===== src/hdl/scl_cell.sv =====
// scl_cell: one cell of the insertion sort chain; holds one endpoint key.
// No dependencies.
`timescale 1ns / 1ps

module scl_cell #(
  parameter int unsigned KEY_W = 32
) (
  input  logic             clk_i,
  input  logic             rst_ni,
  input  logic             drain_i,
  input  logic             in_valid_i,
  input  logic [KEY_W-1:0] in_key_i,
  input  logic             nbr_valid_i,
  input  logic [KEY_W-1:0] nbr_key_i,
  output logic             valid_o,
  output logic [KEY_W-1:0] key_o,
  output logic             pass_valid_o,
  output logic [KEY_W-1:0] pass_key_o
);

  logic             valid_q, valid_d;
  logic [KEY_W-1:0] key_q, key_d;
  logic             pass_valid_q, pass_valid_d;
  logic [KEY_W-1:0] pass_key_q, pass_key_d;

  always_comb begin
    valid_d      = valid_q;
    key_d        = key_q;
    pass_valid_d = 1'b0;
    pass_key_d   = in_key_i;
    if (drain_i) begin
      valid_d = nbr_valid_i;
      key_d   = nbr_key_i;
    end else if (in_valid_i) begin
      if (!valid_q) begin
        valid_d = 1'b1;
        key_d   = in_key_i;
      end else if (in_key_i < key_q) begin
        key_d        = in_key_i;
        pass_valid_d = 1'b1;
        pass_key_d   = key_q;
      end else begin
        pass_valid_d = 1'b1;
      end
    end
  end

  always_ff @(posedge clk_i or negedge rst_ni) begin
    if (!rst_ni) begin
      valid_q      <= 1'b0;
      pass_valid_q <= 1'b0;
    end else begin
      valid_q      <= valid_d;
      pass_valid_q <= pass_valid_d;
    end
  end

  always_ff @(posedge clk_i) begin
    key_q      <= key_d;
    pass_key_q <= pass_key_d;
  end

  assign valid_o      = valid_q;
  assign key_o        = key_q;
  assign pass_valid_o = pass_valid_q;
  assign pass_key_o   = pass_key_q;

endmodule


===== config.mk =====
export PLATFORM = sky130hd
export DESIGN_NAME = scl_cell
export DESIGN_NICKNAME = d
export VERILOG_FILES = /design/src/hdl/scl_cell.sv
export SDC_FILE = /design/constraint.sdc
export NUM_CORES = 1
export LEC_CHECK = 0
export ABC_CLOCK_PERIOD_IN_PS = 3200
export BUFFER_PORTS_ARGS = -buffer_cell sky130_fd_sc_hd__buf_2
export CORE_ASPECT_RATIO = 0.6
export CORE_MARGIN = 1
export CORE_UTILIZATION = 48
export DETAILED_ROUTE_END_ITERATION = 8
export HOLD_SLACK_MARGIN = 0.08
export PLACE_DENSITY = 0.8
export SETUP_SLACK_MARGIN = 0.4
export SLEW_MARGIN = 20
export SYNTH_ARGS = -nofsm -noshare
export SYNTH_HDL_FRONTEND = slang
export SYNTH_SLANG_ARGS = --single-unit

===== constraint.sdc =====
create_clock -name clk_i -period 3.2 [get_ports clk_i]
set_input_delay 0.64 -clock clk_i [delete_from_list [all_inputs] [get_ports clk_i]]
set_output_delay 0.64 -clock clk_i [all_outputs]
set_load 0.05 [all_outputs]

Word level (Yosys, flattened, before mapping)
Index checks and enable logic that the tools add are counted.
{ "classes": {"order_cmp": 1, "eq_ne": 1, "reduce_logical": 2, "n_mux": 13} }
{ "ops": {"columns": ["operator", "count"], "rows": [
  ["2-to-1 mux 32 bit", 8],
  ["< comparator 32 bit", 1],
  ["2-to-1 mux 1 bit", 5],
  ["inequality test 3 x 2 -> 1 bit (second input constant)", 1],
  ["AND reduction 2 bit", 1],
  ["nonzero test 2 bit", 1]
]} }
{ "totals": {"ff_bits": 66, "input_bits": 69, "word_cells": 21, "out_inout_bits": 66} }

Logic depth before layout (Yosys ltp)
{ "depth": {"word_depth": 5, "ltp_mapped": 9} }

Worst setup path after synthesis
OpenSTA, ideal clock, no wires.
{ "synth_timing": {"path_type": "register -> register", "startpoint": "reg key_q[27], in the netlist key_o[27]", "endpoint": "reg key_q[0], in the netlist key_o[0], enable pin", "setup_slack_ns": 0.249, "setup_ns": 0.394, "n_path_buf": 0, "path_stages_with_launch": 8, "arrival_ns": 2.558, "required_time_ns": 2.806, "path_cell_list": "edfxtp_1 > inv_1 > ha_1 > nand4_1 > or4_1 > a31oi_1 > o21ai_0 > a21o_1"} }
{ "synth_between": {"elab_chain_cells": 3} }
{ "synth_rtl": {"columns": ["element", "line_no", "rtl"], "rows": [
  ["start: declaration", "22", "logic [KEY_W-1:0] key_q, key_d;"],
  ["start signal: assignment", "59", "key_q <= key_d;"],
  ["< comparator 32 bit", "38", "end else if (in_key_i < key_q) begin"],
  ["inequality test 3 x 2 -> 1 bit (no source line)", null, null],
  ["AND reduction 2 bit (no source line)", null, null]
]} }
Every way passes these cells.
A chain may end at the register's enable or synchronous reset.

Worst setup path after layout
{ "layout_timing": {"startpoint": "in in_key_i[27]", "endpoint": "reg key_q[28], in the netlist key_o[28], enable pin"} }
{ "layout_between": {"elab_chain_cells": 3} }
{ "layout_rtl": {"columns": ["element", "line_no", "rtl"], "rows": [
  ["start: declaration", "12", "input logic [KEY_W-1:0] in_key_i,"],
  ["< comparator 32 bit", "38", null],
  ["inequality test 3 x 2 -> 1 bit (no source line)", null, null],
  ["AND reduction 2 bit (no source line)", null, null]
]} }
Every way passes these cells.

==> metrics.txt <==
kind of critical path primary input to flop; WP data arrival 2.56 ns; fmax 393 MHz; CP required 3.22 ns; CP endpoint kind flop; period utilisation layout 79.6%; max incr delay on CP 0.56 ns; diodes inserted 0; crit path cell chain buf_2, ha_1, nand4_1, or4_1, a31oi_2, o21ai_0, a21o_4; predominant post-synthesis flop cell edfxtp_1; CTS tree built; status finished clean; initial cell density of the core 51.4%; critical path's top delay family compound AO/OA/AOI/OAI gates; Die Y 65.8 um; Worst slew margin 63.9%; Post-Synthesis Cells 255; gp weighted congestion 0.823; top area cells in the synthesized netlist edfxtp_1 (30%), mux2_2 (22%), dfxtp_1 (20%); die area 7130 um^2; drt first pass iters 4; clock slew at reported path FFs 0.05 ns; # nets final 496; leakage 2.06 nW; drc violations 0; first-pass GRT wire length 11.7 mm; synth warn 0; Clock Skews 0.00558 ns; Synthesized Nets 355; Fin Setup TNS 0 ns; Tot GR Track Use 21.9%; WL/cell 15.1 um; fillers 520; CTS buffer count 9; Clk Latency, worst-skew pair 0.31 ns; Post-Route Utilization 68.3%; Die X 108 um; Hold Buf Count CTS 0; Max Cap Viol 0; initial antenna violation count 0; Iteration-0 DRC Markers 143; Syn Area/Cell 12.8 um^2; # IOs 135; worst hold slack 0.109 ns; synthesized area 3260 um^2; Root Driver clkbuf_16; Seq. cell area 1650 um^2; sequential area share after synthesis 50.7%; # rows 22; CTS max path bufs 2; placed cell count 469; number of flops mapped to enable cells by yosys 32; FF+latch count, synth 66; Overflow after GRT 0; post-route insts no fill 485; RSZ-0062 raised after global routing no; most frequent cell after synthesis mux2_2; peak fanout along the critical path 32; post-route cell area 4330 um^2; worst slew pin tran 0.541 ns; Pwr Density 601 nW/um^2; CP Buf/Inv Count 1; DP HPWL 5.67 mm; asr flop ratio synth 3.03%; area occupied by multi-input gates 1460 um^2; dominant cell type by area after synthesis edfxtp_1; # clock sinks 66; Min Clock Period, post-route 2.55 ns; Synth-to-Final Area Change 32.9%; detailed-route via count 2421; DP Area 4020 um^2; area fraction of the dominant cell type after synthesis 29.5%; commonest cells in the netlist mux2_2 (63), dfxtp_1 (32), edfxtp_1 (32), ha_1 (31), inv_1 (31); CTS H-tree depth 3; Core ar. 6330 um^2; Netlist cell types 28; total routed wirelength 7.32 mm; ratio of cells with drive above 1 in the final layout 54.4%; largest net degree at the start of global routing 33; CP max stage cell or4_1; final setup violation count 0; vias in the first global route 2380; PortBufs 134; post-CTS setup buffer count 0; Hold/Removal Path Class primary input to asynchronous set/reset pin; pins over their slew limit 0; Max VDD drop 0.383 mV; Final Hold Fails 0; Post-DRT Antenna Nets 0; Critical Path Start Type primary input; vias per cell 4.99
-- final cells by class --
class                           instances  share of cell area (%)
Clock inverter                          3                   0.925
Sequential cell                        66                    38.2
Multi-Input combinational cell        151                    33.7
Inverter                               31                    2.69
Timing Repair Buffer                  137                    16.3
Clock buffer                           13                    5.78
Tap cell                               84                    2.43
-- flip-flops by register name, summed over array words and instances (netlist names) --
signal,flops
key_o,32
pass_key_o,32
pass_valid_o,1
valid_o,1
-- where the power goes --
group | switching, mW | internal, mW | leakage [nW] | total (mW)
Sequential | 0.0412 | 0.975 | 0.618 | 1.02
Combinational | 0.438 | 0.204 | 1.30 | 0.642
Clock | 0.321 | 0.622 | 0.144 | 0.943
Total | 0.801 | 1.80 | 2.06 | 2.60
-- path summary, 6_finish.rpt --
kind                         startpoint        endpoint  slack (ns)  cells after the start
max                        in_key_i[27]       key_o[28]        0.65                      7
min reg2reg                   key_o[27]  pass_key_o[27]        0.53                      1
max in group asynchronous        rst_ni         valid_o        2.99                      1
min in group clk_i            key_o[27]  pass_key_o[27]        0.53                      1
min                              rst_ni    pass_valid_o        0.11                      1
max reg2reg                   key_o[18]       key_o[28]        0.68                      7
-- cells in the final DEF (no fill, tap or decap), types with 5 or more instances in the layout --
cell | Yosys | final
edfxtp_1 | 32 | 32
clkbuf_16 | 0 | 9
nand4_1 | 5 | 5
ha_1 | 31 | 31
nand2_1 | 11 | 11
o21ai_0 | 6 | 6
mux2_2 | 63 | 63
a21oi_1 | 12 | 12
buf_2 | 0 | 134
dfxtp_1 | 32 | 32
inv_1 | 31 | 31
nor2_1 | 5 | 5
-- layer usage --
metal	wire [um]	vias to the layer above	part of all wire (%)	track usage, %
li1	-	1206	-	-
met3	562	2	7.7	6.60
met1	3590	1111	49	30.6
met5	0	-	0	0
met4	17	0	0.23	4.05
met2	3150	102	43	33.8
-- per-stage QoR --
stage	setup slack (ns)	power, mW
2_1_floorplan	0.423	1.49
3_3_place_gp	0.0387	1.66
3_5_place_dp	0.0255	1.67
4_1_cts	0.481	2.62
5_1_grt	0.469	2.72
6_report	0.654	2.60
-- cell families after synthesis --
kind of cell | Yosys count | share of synthesized area (%)
AOI/OAI and AO/OA | 30 | 5.69
adders and majority gates | 31 | 11.9
buffers and inverters | 38 | 5.07
DFF | 66 | 50.7
muxes | 64 | 22.1
and+or+nand+nor | 26 | 4.46
-- timing repair --
action	in CTS	in global routing
resized for setup	1	2
endpoints found under the setup margin	32	32
pin swaps	0	0
(Power assumes the default switching activity.)
