[config.mk]
export PLATFORM = sky130hd
export DESIGN_NAME = scl_sweep
export DESIGN_NICKNAME = d
export VERILOG_FILES = /design/src/hdl/scl_pkg.sv /design/src/hdl/scl_sweep.sv
export SDC_FILE = /design/constraint.sdc
export NUM_CORES = 1
export LEC_CHECK = 0
export BUFFER_PORTS_ARGS = -buffer_cell sky130_fd_sc_hd__buf_4
export CORE_ASPECT_RATIO = 0.5
export CORE_UTILIZATION = 25
export CTS_BUF_LIST = sky130_fd_sc_hd__clkbuf_8
export DETAILED_ROUTE_END_ITERATION = 6
export PLACE_DENSITY = 0.45
export SLEW_MARGIN = 20
export SYNTH_ARGS = -nofsm -noshare
export SYNTH_HDL_FRONTEND = slang
export SYNTH_SLANG_ARGS = --single-unit
export TNS_END_PERCENT = 100
[constraint.sdc]
create_clock -name clk_i -period 12.55 [get_ports clk_i]
set_input_delay 2.51 -clock clk_i [delete_from_list [all_inputs] [get_ports clk_i]]
set_output_delay 2.51 -clock clk_i [all_outputs]
set_load 0.01 [all_outputs]
[src/hdl/scl_pkg.sv]
// scl_pkg: shared constants and types of the single coverage length core.
// No dependencies.
`timescale 1ns / 1ps

package scl_pkg;

  localparam int unsigned FIELD_W = 31;

  typedef struct packed {
    logic clear;
    logic take;
    logic first;
  } sweep_ctrl_t;

endpackage

[src/hdl/scl_sweep.sv]
// scl_sweep: depth-count sweep over sorted endpoint keys, sums exact-once gaps.
// Depends on scl_pkg.
`timescale 1ns / 1ps

module scl_sweep
  import scl_pkg::*;
#(
  parameter int unsigned CW      = 31,
  parameter int unsigned DEPTH_W = 11
) (
  input  logic               clk_i,
  input  logic               rst_ni,
  input  sweep_ctrl_t        ctrl_i,
  input  logic [CW:0]        key_i,
  output logic [FIELD_W-1:0] sum_o
);

  logic [CW-1:0]              open_q, open_d;
  logic signed [DEPTH_W-1:0]  depth_q, depth_d;
  logic [FIELD_W-1:0]         sum_q, sum_d;
  logic [CW-1:0]              coord;
  logic signed [DEPTH_W-1:0]  step;
  logic signed [DEPTH_W-1:0]  depth_nx;
  logic [CW-1:0]              diff;

  assign coord    = key_i[CW:1];
  assign step     = key_i[0] ? '1 : DEPTH_W'(1);
  assign depth_nx = depth_q + step;
  assign diff     = coord - open_q;

  always_comb begin
    open_d  = open_q;
    depth_d = depth_q;
    sum_d   = sum_q;
    if (ctrl_i.clear) begin
      sum_d = '0;
    end else if (ctrl_i.take) begin
      if (ctrl_i.first) begin
        open_d  = coord;
        depth_d = DEPTH_W'(1);
        sum_d   = '0;
      end else if (depth_q == DEPTH_W'(1)) begin
        depth_d = depth_nx;
        sum_d   = sum_q + FIELD_W'(diff);
      end else begin
        depth_d = depth_nx;
        if (depth_nx == DEPTH_W'(1)) begin
          open_d = coord;
        end
      end
    end
  end

  always_ff @(posedge clk_i or negedge rst_ni) begin
    if (!rst_ni) begin
      sum_q   <= '0;
      depth_q <= DEPTH_W'(1);
    end else begin
      sum_q   <= sum_d;
      depth_q <= depth_d;
    end
  end

  always_ff @(posedge clk_i) begin
    open_q <= open_d;
  end

  assign sum_o = sum_q;

endmodule

### After elaboration in Yosys (flattened, before gate mapping)

Cells that the tools add are included.

* register bits: 73
* word-level logic and storage cells: 25

* $add $sub $neg: 3
* bitwise logic cells: 1
* reduce and logical (&&, ||, !) cells: 6
* muxes and demuxes: 9
* eq/ne operators: 3

Operator list (number)
* $mux 31: 7
* $add 31x31->31: 1
* $sub 31x31->31: 1
* $eq 11x2->1 const B: 2
* $mux 11: 2
* $add 11x11->11: 1
* $reduce_and 2->1: 2
* $reduce_and 4->1: 1
* $reduce_bool 2->1: 2
* $reduce_bool 3->1: 1
* $ne 2x2->1 const B: 1
* $not 1->1: 1

### Logic depth before layout (Yosys ltp)

Gate-level depths: netlist of the first run.

* word-level depth: 6
* mapped depth: 13

### Worst setup path after synthesis of the first run

Ideal clock, no wire load.

* path kind: input port to flip-flop
* start: input port key_i[0]
* end: register open_q[0], enable pin
* stages on the path: 9
* setup time: 0.466 ns
* path slack: 5.265 ns
* arrival time: 6.818 ns
* path through: fa_1 a21o_1 a21oi_2 o21bai_1 a2111o_1 nand2_1 xnor2_1 or4_1 o31ai_1

* longest elaborated chain between the ends: 5

RTL lines
* start, declared: RTL line scl_sweep.sv:14 `input logic [CW:0] key_i,`
* $mux 11: RTL line scl_sweep.sv:27 `assign step = key_i[0] ? '1 : DEPTH_W'(1);`
* $add 11x11->11: RTL line scl_sweep.sv:28 `assign depth_nx = depth_q + step;`
* $eq 11x2->1: RTL line scl_sweep.sv:47 `if (depth_nx == DEPTH_W'(1)) begin`
* $reduce_bool 2->1 (no line)
* $reduce_and 4->1 (no line)
* end signal, assigned: RTL line scl_sweep.sv:65 `open_q <= open_d;`
* end, declared: RTL line scl_sweep.sv:18 `logic [CW-1:0] open_q, open_d;`

No other way between the ends.
A chain may end at the register's enable or synchronous reset.

### Worst setup path in the final report of the first run

* start: input port key_i[0]
* end: register open_q[20], enable pin

Same word-level chain as after synthesis.

==> flow_summary.toml, run 1 <==
[routing]
vias_per_cell = 4.38
via_count = 4249
firstDrtPassIters = 4
ant_nets = 0
wire_per_inst_microns = 13.5
drc = 0
wl_microns = 13100
drtIter0Drc = 174

[synthesis]
yosys.area.top_type_share_pct = 18.5
synth_most_common_cell = "inv_1"
syn_area_sq_um = 5560
ys_warn_count = 0
synth_commonest_cells = "inv_1, nand2_1, dfrtp_1, ha_1, o21ai_0"
ys_types = 53
synth_fp_nets = 702
synthCells = 593
ys.flop_type = "dfrtp_1"
synthArstFlopShare_pct = 57.5
syn_area_per_cell_sq_um = 9.37
synth_edf_count = 31
ys_seq_area_share_pct = 35.7
synth_area_leader_cell = "dfrtp_1"
ys_ff_latch = 73
synthTopCellsByArea = "dfrtp_1, edfxtp_1, fa_1"

[job]
maxCapViolCount = 0

[sta]
worstMarginPinSlew_ns = 0.623
setup_ws_ns = 7.15
fmax_ghz = 0.185
fin_crit_ns = 5.40
fin_tns_setup_ns = 0
maxSlewViolCount = 0
fin_worst_skew_ns = 0.00729
hold_violations = 0
rsz0062_at_grt = "false"
relSlewSlack_pct = 58.3
report.final.setup_viol = 0
timing.final.crit_share_pct = 43.1

[clock_network]
post_cts_resized = 0
clk_latency_ns = 0.37
cts.sink_count = 73
cts_setup_buffers = 0
cts_hold_buf = 0
cts-root-buf = "clkbuf_8"
tritoncts = "yes"
htreeDepth = 3
clockBufferDepth = 2
clkTransAtPathRegs_ns = 0.08
numCtsBuffers = 9

[critical_path]
setup.worst_path.start_class = "input port"
crit_arrival_ns = 5.42
worstSetupPathType = "in2reg"
worst_path_most_repeated_cell = "buf_4"
critPathMaxStageDelay_ns = 0.55
crit_path_top_delay_cell = "or4_1"
worstPathCellList = "buf_4, fa_1, a21o_1, a21oi_2, o21bai_1, a2111o_1, nand2_1, xnor2_1, or4_1, o31ai_4, buf_4"
worstPathMaxFanout = 31
required_ns = 12.56
critPathCaptureType = "flip-flop"

[placement]
post-place-ws_ns = 6.70
gp_congestion = 0.765
placed_cell_area_sq_um = 6440
dp_hpwl_microns = 9990
dpl.cell_count = 953
numPortBuffers = 67

[layout]
drive_gt1_share_pct = 14.3
diodes = 0
areaGrowthSynthToFinish_pct = 19.3
fin_area_sq_um = 6630
fill_cells = 2316
final_cells = 969
finalNetCount = 773

[grt]
antenna_found_initial = 0
grt_max_degree = 43
grt_pass1_vias = 4383
grt_pass1_wl_microns = 22200
grt_usage_pct = 12.5
overflow = 0

[power_and_ir_drop]
vdd_drop_max_v = 0.0000403
finalPower_uw = 775
p_per_area_nw_per_um2 = 117
leakage_uw = 0.00316

[min_path]
hold_path_class = "reg2reg"

[floorplanning]
design.core.area_sq_um = 21700
initial_core_util_pct = 25.6
fp-row-count = 38
die_height_microns = 107
ios = 68
die_w_microns = 213
dieArea_sq_um = 22900

[outcome]
outcome = "completed"
cell families after synthesis:
family | after synthesis | synth area share [%]
xor+xnor | 31 | 4.89
compound gates | 156 | 19.0
fa+ha+maj | 72 | 20.4
flops | 73 | 35.7
simple gates | 121 | 10.5
buf+inv | 140 | 9.48
sequential cells by signal, summed over array words and instances, names as in the netlist:
signal and cells:
sum_o 31, open_q 31, depth_q 11
cell usage in the layout (no fill, tap or decap), types with 9 or more instances in the layout:
cell type and n:
nand2_1 44, edfxtp_1 31, nor2_1 28, xor2_1 12, a21o_1 16, clkbuf_8 10, xnor2_1 19, a21oi_1 33
fa_1 31, a22o_1 10, o21bai_1 9, inv_1 132, o21ai_0 37, buf_4 71, dfrtp_1 41, ha_1 41
power by group:
part / switching, uW / leakage [uW] / internal, uW
sequential: 19.7 / 0.000858 / 271
combinational: 166 / 0.00219 / 130
clock: 94.1 / 0.000110 / 94.6
through the flow:
step / utilization [%] / hold WS [ns]
after floorplan: - / 0.476
after CTS: 30.5 / 0.528
after global routing: 30.5 / 0.562
after detailed placement: 29.6 / 0.511
after global placement: 29.6 / 0.500
final: 30.5 / 0.518
final cells by class:
type | instances | area, sq um | share of cell area, %
Clock buffer | 10 | 138 | 2.08
Clock inverter | 6 | 51.3 | 0.774
Inverter | 129 | 484 | 7.30
Multi-Input combinational cell | 380 | 3070 | 46.2
Sequential cell | 73 | 1980 | 29.9
Tap cell | 300 | 375 | 5.66
Timing Repair Buffer | 71 | 533 | 8.04
routing by layer:
metal  part of all wire (%)  track usage (%)  routed length (microns)
met5                      0                0                        0
met4                   0.67             2.47                       87
met3                    3.6             3.65                      469
met2                     46             20.1                     5990
met1                     50             16.6                     6510
worst max-delay path: cells and delay by family:
family / cells / cell delay (ns)
AO/OA/AOI/OAI: 5 / 1.09
XOR/XNOR: 1 / 0.08
buffers and inverters: 2 / 0.62
adder cells (fa/ha/maj): 1 / 0.46
AND/OR/NAND/NOR: 2 / 0.63
path summary, 6_finish.rpt:
check | from | endpoint | slack (ns) | cells after the start
max | key_i[0] | open_q[20] | 7.15 | 11
min | sum_o[2] | sum_o[2] | 0.52 | 2
max reg2reg | sum_o[1] | sum_o[26] | 9.02 | 11
min reg2reg | sum_o[2] | sum_o[2] | 0.52 | 2
max in group asynchronous | rst_ni | sum_o[6] | 9.97 | 1
min in group asynchronous | rst_ni | depth_q[3] | 2.14 | 1
Note: power is estimated with default switching activity, not from simulation.
==> run 2, diff against run 1 <==
ABC_AREA = 1   (was default)
clock period = 5.45 ns   (was 12.55 ns; I/O delays follow)
==> flow_summary.toml, run 2 <==
[outcome]
outcome = "completed"

[sta]
fin_crit_ns = 3.48
rsz0062_at_grt = "false"
relSlewSlack_pct = 50.6
hold_violations = 0
report.final.setup_viol = 0
fin_worst_skew_ns = 0.0147
worstMarginPinSlew_ns = 0.741
fin_tns_setup_ns = 0
timing.final.crit_share_pct = 63.8
maxSlewViolCount = 0
whs_ns = 0.527
fmax_ghz = 0.288

[placement]
numPortBuffers = 67
gp_congestion = 0.883
dpl.cell_count = 1189
dp_hpwl_microns = 13200

[critical_path]
crit_arrival_ns = 3.53
critPathMaxStageDelay_ns = 0.56
required_ns = 5.50
setup.worst_path.start_class = "input port"
crit_path_top_delay_cell = "a21oi_4"
worstPathCellList = "buf_4, ha_1, nand2_1, nor2_1, nand2_1, nand3_1, nand2_1, nand2_1, nand3_1, nor2_1, nand3_1, a21oi_4, buf_4"
worstSetupPathType = "in2reg"
rr_worst_depth = 12
r2r-start = "depth_q[3]"
critPathCaptureType = "flip-flop"
r2r-end = "open_q[7]"
worstSetupStartpoint = "key_i[0]"
worst-r2r-setup-slack_ns = 2.46
worstPathMaxFanout = 18
worst_path_most_repeated_cell = "nand2_1"

[power_and_ir_drop]
finalPower_uw = 1860
p_per_area_nw_per_um2 = 259
vdd_drop_max_v = 0.000109
leakage_uw = 0.00377

[layout]
layout_common_cells = "nand2_1, inv_1, buf_4"
drive_gt1_share_pct = 12.7
layout_commonest_cell = "nand2_1"
final_cells = 1205
diodes = 0
areaGrowthSynthToFinish_pct = 17.6
utilization_pct = 30.7
finalNetCount = 1002
fill_cells = 2552

[min_path]
hold_path_class = "reg2reg"
hold_end = "sum_o[22]"
hp-start = "sum_o[22]"
whs_path_depth = 2

[synthesis]
syn_area_per_cell_sq_um = 7.46
synthArstFlopShare_pct = 57.5
ys_warn_count = 0
yosys.area.top_type_share_pct = 16.8
synthTopCellsByArea = "dfrtp_1, edfxtp_1, nand2_1"
synth_most_common_cell = "nand2_1"
ys.flop_type = "dfrtp_1"
syn_area_sq_um = 6100
synth_commonest_cells = "nand2_1, inv_1, nor2_1, nand3_1"
synth_edf_count = 31
synthCells = 818
ys_types = 38
synth_area_leader_cell = "dfrtp_1"
ys_seq_area_share_pct = 32.5
synth_fp_nets = 927
ys_ff_latch = 73

[floorplanning]
design.core.area_sq_um = 23400
dieArea_sq_um = 25100
ios = 68
fp-row-count = 39
die_w_microns = 223
initial_core_util_pct = 26.1
die_height_microns = 112

[routing]
ant_nets = 0
drtIter0Drc = 321
drc = 0
firstDrtPassIters = 5
wl_microns = 16200
vias_per_cell = 4.39
wire_per_inst_microns = 13.5
via_count = 5295

[clock_network]
cts.sink_count = 73
tritoncts = "yes"
cts_setup_buffers = 0
htreeDepth = 3
numCtsBuffers = 9
clk_latency_ns = 0.37
clockBufferDepth = 2
cts-root-buf = "clkbuf_8"
cts_hold_buf = 0
clkTransAtPathRegs_ns = 0.09
post_cts_resized = 0

[grt]
antenna_found_initial = 0
grt_pass1_wl_microns = 27000
grt_pass1_vias = 5384
overflow = 0
grt_usage_pct = 13.6
grt_max_degree = 43

[job]
maxCapViolCount = 0
run 2: cell count changes in the layout (fill, tap and decap cells not counted), moves of 7 or more:
cell,before,now
nand3_1,7,43
nand2_1,44,210
xor2_1,12,3
nand2b_1,8,0
a21oi_1,33,40
a21o_1,16,1
a22o_1,10,2
o21bai_1,9,2
nor2_1,28,54
o21ai_1,0,12
inv_1,132,200
o22ai_1,0,8
xnor2_1,19,6
run 2: area by class of cell:
| type | instances | area (sq um) | area share (%) |
|---|---|---|---|
| Multi-Input combinational cell | 537 | 3330 | 46.4 |
| Inverter | 204 | 768 | 10.7 |
| Clock buffer | 9 | 124 | 1.73 |
| Sequential cell | 73 | 1980 | 27.7 |
| Timing Repair Buffer | 68 | 510 | 7.12 |
| Clock inverter | 7 | 71.3 | 0.994 |
| Tap cell | 307 | 384 | 5.36 |
run 2: layer usage:
layer | GRT usage [%] | wire [microns] | up-vias
li1 | - | - | 2697
met1 | 18.7 | 8310 | 2513
met2 | 22.3 | 7300 | 76
met3 | 2.59 | 476 | 9
met4 | 2.80 | 126 | 0
met5 | 0 | 0 | -
run 2: how the worst max path moves through the flow:
stage / slack, ns / endpoint
detailed placement: 1.55 / open_q[6]
global route: 1.79 / open_q[7]
CTS: 1.97 / open_q[7]
global placement: 1.63 / open_q[9]
finish: 1.97 / open_q[7]
floorplan: 1.32 / open_q[0]
run 2: where the power goes:
part | leakage, uW | total [uW] | internal (uW) | switching, uW
logic | 0.00281 | 748 | 265 | 483
clock network | 0.000105 | 444 | 213 | 231
registers | 0.000858 | 663 | 621 | 42.7
total | 0.00377 | 1860 | 1100 | 757
run 2: metrics by stage:
step,area (sq um),worst slack [ns]
after global placement,6980,1.63
after floorplan,6100,1.32
after global routing,7170,1.79
after detailed placement,6980,1.55
after CTS,7170,1.97
final,7170,1.97
run 2: logic make-up (layout without fill, tap and decap cells):
kind of cell             count (synthesis)  in the layout  share of synthesized area [%]
AND/OR/NAND/NOR                        339            339                           23.6
adder cells (fa/ha/maj)                 72             72                           18.6
AO/OA/AOI/OAI                          117            117                           11.0
XOR/XNOR                                 9              9                           1.29
buffers and inverters                  208            288                           13.0
flip-flops                              73             73                           32.5
run 2: worst max-delay path: cells and delay by family:
kind	cells	cell delay (ns)
AO/OA/AOI/OAI	1	0.56
AND/OR/NAND/NOR	9	0.89
adder cells (fa/ha/maj)	1	0.39
buffers and inverters	2	0.58
